<file path="src/rtl/mbrq_pkg.sv">
// Shared types and constants for the multi-byte ring queue.
// No dependencies; the modules under rtl/ import it.
`default_nettype none

package mbrq_pkg;

  localparam int unsigned BYTE_W     = 8;
  localparam int unsigned NUM_QUEUES = 3;
  localparam int unsigned SEL_W      = 2;
  localparam int unsigned FLAGS_W    = NUM_QUEUES;

  // Request codes carried on req_type_i
  typedef enum logic [1:0] {
    REQ_ENQ       = 2'd0,
    REQ_DEQ       = 2'd1,
    REQ_CLR_PTR   = 2'd2,
    REQ_CLR_FLAGS = 2'd3
  } req_e;

  // Queue numbers carried on queue_sel_i
  localparam logic [SEL_W-1:0] Q_WL_SEND   = 2'd0;
  localparam logic [SEL_W-1:0] Q_UART_SEND = 2'd1;
  localparam logic [SEL_W-1:0] Q_UART_RECV = 2'd2;

  // Per-queue command from the top level
  typedef struct packed {
    logic              enq;
    logic              deq;
    logic              clr;
    logic              stab;
    logic [BYTE_W-1:0] data;
  } q_cmd_t;

  // Per-queue status back to the top level
  typedef struct packed {
    logic ok;
    logic full;
  } q_stat_t;

endpackage

`default_nettype wire

</file>
<file path="src/rtl/mbrq_mem.sv">
// Byte store with one write port and one registered read port.
// Depends on mbrq_pkg for the byte width.
`default_nettype none

module mbrq_mem
  import mbrq_pkg::*;
#(
  parameter int unsigned DEPTH = 256,
  parameter int unsigned AW    = $clog2(DEPTH)
) (
  input  wire logic              clk_i,
  input  wire logic              we_i,
  input  wire logic [AW-1:0]     waddr_i,
  input  wire logic [BYTE_W-1:0] wdata_i,
  input  wire logic              re_i,
  input  wire logic [AW-1:0]     raddr_i,
  output logic      [BYTE_W-1:0] rdata_o
);

  logic [BYTE_W-1:0] mem [DEPTH];
  logic [BYTE_W-1:0] rdata_q;

  always_ff @(posedge clk_i) begin
    if (we_i) begin
      mem[waddr_i] <= wdata_i;
    end
    if (re_i) begin
      rdata_q <= mem[raddr_i];
    end
  end

  assign rdata_o = rdata_q;

endmodule

`default_nettype wire

</file>
<file path="src/rtl/mbrq_queue.sv">
// One ring queue: head and tail pointers around a byte store.
// Depends on mbrq_pkg and mbrq_mem.
`default_nettype none

module mbrq_queue
  import mbrq_pkg::*;
#(
  parameter int unsigned DEPTH = 256
) (
  input  wire logic              clk_i,
  input  wire logic              rst_ni,
  input  wire q_cmd_t            cmd_i,
  output q_stat_t                stat_o,
  output logic      [BYTE_W-1:0] rdata_o
);

  localparam int unsigned AW = $clog2(DEPTH);
  localparam logic [AW-1:0] LAST = AW'(DEPTH - 1);

  logic [AW-1:0] head_q, head_d, tail_q, tail_d;
  logic [AW-1:0] head_nxt, tail_nxt;
  logic          full, empty, wr_en, rd_en;

  // Wrap at DEPTH-1, so any depth works, not only powers of two
  assign head_nxt = (head_q == LAST) ? '0 : head_q + 1'b1;
  assign tail_nxt = (tail_q == LAST) ? '0 : tail_q + 1'b1;
  assign full     = (head_q == tail_nxt);
  assign empty    = (head_q == tail_q);

  // Before stabilization an enqueue answers ok but drops the byte
  assign wr_en = cmd_i.enq & ~full & cmd_i.stab;
  assign rd_en = cmd_i.deq & ~empty;

  assign stat_o.ok   = (cmd_i.enq & ~full) | rd_en;
  assign stat_o.full = full;

  always_comb begin
    head_d = head_q;
    tail_d = tail_q;
    priority if (cmd_i.clr) begin
      head_d = '0;
      tail_d = '0;
    end else if (wr_en) begin
      tail_d = tail_nxt;
    end else if (rd_en) begin
      head_d = head_nxt;
    end else begin
      // hold both pointers
      head_d = head_q;
      tail_d = tail_q;
    end
  end

  always_ff @(posedge clk_i or negedge rst_ni) begin
    if (!rst_ni) begin
      head_q <= '0;
      tail_q <= '0;
    end else begin
      head_q <= head_d;
      tail_q <= tail_d;
    end
  end

  mbrq_mem #(
    .DEPTH (DEPTH),
    .AW    (AW)
  ) u_mem (
    .clk_i   (clk_i),
    .we_i    (wr_en),
    .waddr_i (tail_q),
    .wdata_i (cmd_i.data),
    .re_i    (rd_en),
    .raddr_i (head_q),
    .rdata_o (rdata_o)
  );

endmodule

`default_nettype wire

</file>
<file path="config.mk">
export PLATFORM = sky130hd
export DESIGN_NAME = mbrq_queue
export DESIGN_NICKNAME = d
export VERILOG_FILES = /design/src/rtl/mbrq_pkg.sv /design/src/rtl/mbrq_mem.sv /design/src/rtl/mbrq_queue.sv
export SDC_FILE = /design/constraint.sdc
export NUM_CORES = 2
export LEC_CHECK = 0
export BUFFER_PORTS_ARGS = -buffer_cell sky130_fd_sc_hd__buf_2
export CORE_ASPECT_RATIO = 0.75
export CORE_MARGIN = 1
export CORE_UTILIZATION = 55
export DETAILED_ROUTE_END_ITERATION = 16
export PLACE_DENSITY = 0.7
export SETUP_SLACK_MARGIN = 0.2
export SLEW_MARGIN = 5
export SYNTH_ARGS = -nofsm -noshare
export SYNTH_HDL_FRONTEND = slang
export SYNTH_SLANG_ARGS = --single-unit
</file>
<file path="constraint.sdc">
create_clock -name clk_i -period 4.84 [get_ports clk_i]
set_input_delay 0.484 -clock clk_i [delete_from_list [all_inputs] [get_ports clk_i]]
set_output_delay 0.484 -clock clk_i [all_outputs]
set_load 0.01 [all_outputs]
</file>
==> reports/results.ini <==
[synth]
yosysSeqAreaShare_pct=76.2
async_flop_share_pct=0.772
synthFlopType=edfxtp_1
ys_types=81
ys_top_cells_by_count=edfxtp_1, mux4_2, mux2i_1
synthCells=4036
yosys.area.top_type=edfxtp_1
synth_nets=4055
synth-edff-count=2056
avgSynthCellArea_um2=20.2
syn_area_um2=81500
yosys_warnings=0
synth.most_common_cell=edfxtp_1
ys_seq_elements=2072
ys_top_cells_by_area=edfxtp_1, mux4_2, mux2i_1, nor2_1, a22oi_1
netlist.area_leader.share_pct=75.7

[setup_path]
worstSetupPathType=flip-flop to output pin
crit_arrival_ns=3.94
start_kind=flip-flop
reg2regPathDepth=8
rrSetupSlack_ns=0.51
r2r-start=tail_q[1]$_DFFE_PN0P_
r2r-end=u_mem.mem[80][5]$_DFFE_PP_
cp.required_ns=4.36
path_max_fanout=8
end_kind=output pin

[floorplan]
die_width_um=447
die-area_um2=150000
fp.coreArea_um2=146000
io_pins=24
die_h_um=335
start_util_pct=55.8
rows=121

[global_route]
grt_pass1_wl_um=318000
grt_antenna_before_repair=10
gr-total-overflow=0
grt_max_degree=177
grt_pass1_vias=42100
grt_use_total_pct=30.5

[cts]
path_clk_slew_ns=0.07
htreeDepth=4
cts_buffers=187
cts_tree=yes
clockBufferDepth=3
cts.sinks=2072
root_buffer=clkbuf_16
clkLatencyLatePin_ns=0.84

[drt]
wl_per_cell_um=35.6
antenna_left=0
met2_wirelength_um=97000
drtIter0Drc=6925
wirelength_um=226000
num_vias=43700
routedLengthMet1_um=89000
viasPerCell=6.87
highest_layer=met5
drt_first_pass_iters=6
drc=0
dr_wl_met3_um=30600

[finish]
area_delta_synth_final_pct=11.7
instances_no_fill=6355
fin_util_pct=62.3
nFillCells=9912
fin_nets=4255
drive_above_1_share_pct=24.4

[power_and_ir_drop]
swShare_pct=21.1
leakagePower_nw=27.3
p_clk_share_pct=40.1
pwr-share-seq_pct=55.1
power_frac_comb_pct=4.8
power_density_nw_per_um2=394
netSwitchingPower_mw=7.58
peakVddDrop_v=0.000396
intPower_mw=28.3

[job]
maxCapViolations=0

[timing]
worst_slew_pin_slew_ns=1.33
max_freq_mhz=226
rsz0062_at_grt=false
slew_headroom_pct=11.2
hold_viol_final=0
min_period_over_period_pct=91.4
final.setup_skew_ns=0.0379
final.setup.tns_ns=0
min_period_ns=4.43
slew_violations=0
finalSetupViolCount=0

[placement]
io_buffers=23
dp_hpwl_um=137000
place_congestion=0.936
placed_cells=6014

[hold_path]
hold_path.class=primary input to flip-flop
min_path_cells=2
hold_end=head_q[0]$_DFFE_PN0P_
min-delay-start=cmd_i[9]

[run_status]
status=finished, final reports clean

==> cell type report <==
cell class              instances  area [um2]  share of cell area, %
diodes                          6        15.0                 0.0165
well taps                    1968        2460                   2.71
multi-input cells            1669       18000                   19.8
clock buffers                 231        4930                   5.42
repair buffers                293        2550                   2.80
flip-flops and latches       2072       62200                   68.3
clock inverters               103         850                  0.933
inverters                      13        50.0                 0.0550
==> cells in the final DEF, fill, tap and decap left out, drive strengths merged, types with 6 or more instances in the layout <==
| cell | instances |
|---|---|
| edfxtp | 2056 |
| or3 | 16 |
| o21ai | 57 |
| o211ai | 9 |
| inv | 19 |
| or4 | 8 |
| clkinv | 79 |
| o32ai | 6 |
| buf | 284 |
| a221oi | 51 |
| a21oi | 104 |
| a31oi | 12 |
| clkbuf | 239 |
| dfrtp | 16 |
| a22o | 12 |
| and2 | 10 |
| xnor2 | 6 |
| diode | 6 |
| nor2b | 9 |
| bufinv | 13 |
| nor4 | 41 |
| nand3 | 22 |
| nand2 | 83 |
| mux4 | 394 |
| o22ai | 26 |
| nor3 | 26 |
| nor2 | 246 |
| o2111ai | 7 |
| nand4 | 9 |
| o221ai | 49 |
| a311oi | 8 |
| a22oi | 88 |
| mux2i | 276 |
| a211oi | 16 |
| nand2b | 8 |
| or2 | 6 |
==> cells by family (layout without fill, tap and decap cells) <==
family                   count (synthesis)  after routing  synth area share, %
multiplexers                           673            673                 14.3
other                                    0              6                    0
AO/OA/AOI/OAI                          484            484                 4.19
adder cells (fa/ha/maj)                  5              5               0.0768
buffers and inverters                  295            640                 1.98
XOR/XNOR                                11             11                0.118
AND/OR/NAND/NOR                        496            496                 3.08
flip-flops                            2072           2072                 76.2
==> routing by layer <==
metal / track usage (%) / vias up
li1: - / 17200
met3: 8.37 / 503
met5: 0 / -
met2: 42.4 / 3318
met4: 12.5 / 10
met1: 45.7 / 22600
==> power groups by stage <==
| stage | sequential, mW | combinational (mW) | clock [mW] |
|---|---|---|---|
| 3_3_place_gp | 20.2 | 1.68 | 0 |
| 6_report | 19.8 | 1.71 | 14.4 |
| 5_1_grt | 19.8 | 1.78 | 15.1 |
| 4_1_cts | 19.8 | 1.70 | 14.4 |
| 3_5_place_dp | 20.2 | 1.70 | 0 |
| 2_1_floorplan | 20.1 | 1.00 | 0 |
==> state kept, by name, summed over array words and instances (netlist names) <==
name and cells:
u_mem.mem 2048, u_mem.rdata_o 8, tail_q 8, head_q 8
==> worst max path at each step <==
stage,endpoint,start,depth (start not counted)
after floorplan,u_mem.mem[191][0]$_DFFE_PP_,tail_q[1]$_DFFE_PN0P_,10
after global placement,u_mem.mem[80][2]$_DFFE_PP_,tail_q[0]$_DFFE_PN0P_,8
after detailed placement,u_mem.mem[80][5]$_DFFE_PP_,tail_q[0]$_DFFE_PN0P_,8
after CTS,stat_o[1],tail_q[0]$_DFFE_PN0P_,9
after global routing,stat_o[1],tail_q[1]$_DFFE_PN0P_,9
final,stat_o[1],tail_q[1]$_DFFE_PN0P_,9
==> worst max-delay path: stages, from the launching register on <==
cell and delay, ns:
dfrtp_1 0.54, ha_1 0.38, nand3_2 0.25, a2111oi_1 0.53, o2111ai_1 0.22, and4bb_1 0.38
nand2_1 0.07, nor2_1 0.40, o21ai_0 0.15, buf_2 0.17
==> metrics by stage <==
stage	hold slack, ns	worst slack (ns)	instance area [um2]	power (mW)
after floorplan	0.188	1.37	81500	21.1
after global placement	0.443	0.677	85200	21.8
after detailed placement	0.446	0.557	85200	21.9
after CTS	0.0253	0.275	91000	35.9
after global routing	0.0895	0.282	91000	36.6
final	0.0661	0.415	91000	35.9
==> repair_timing <==
item / 4_1_cts / 5_1_grt
hold endpoints to repair: 16 / 0
hold buffers: 1 / 0
endpoints found under the setup margin: 0 / 1
buffers inserted: 0 / 0
resized for setup: 0 / 2
Power figures use the tool's default switching activity.
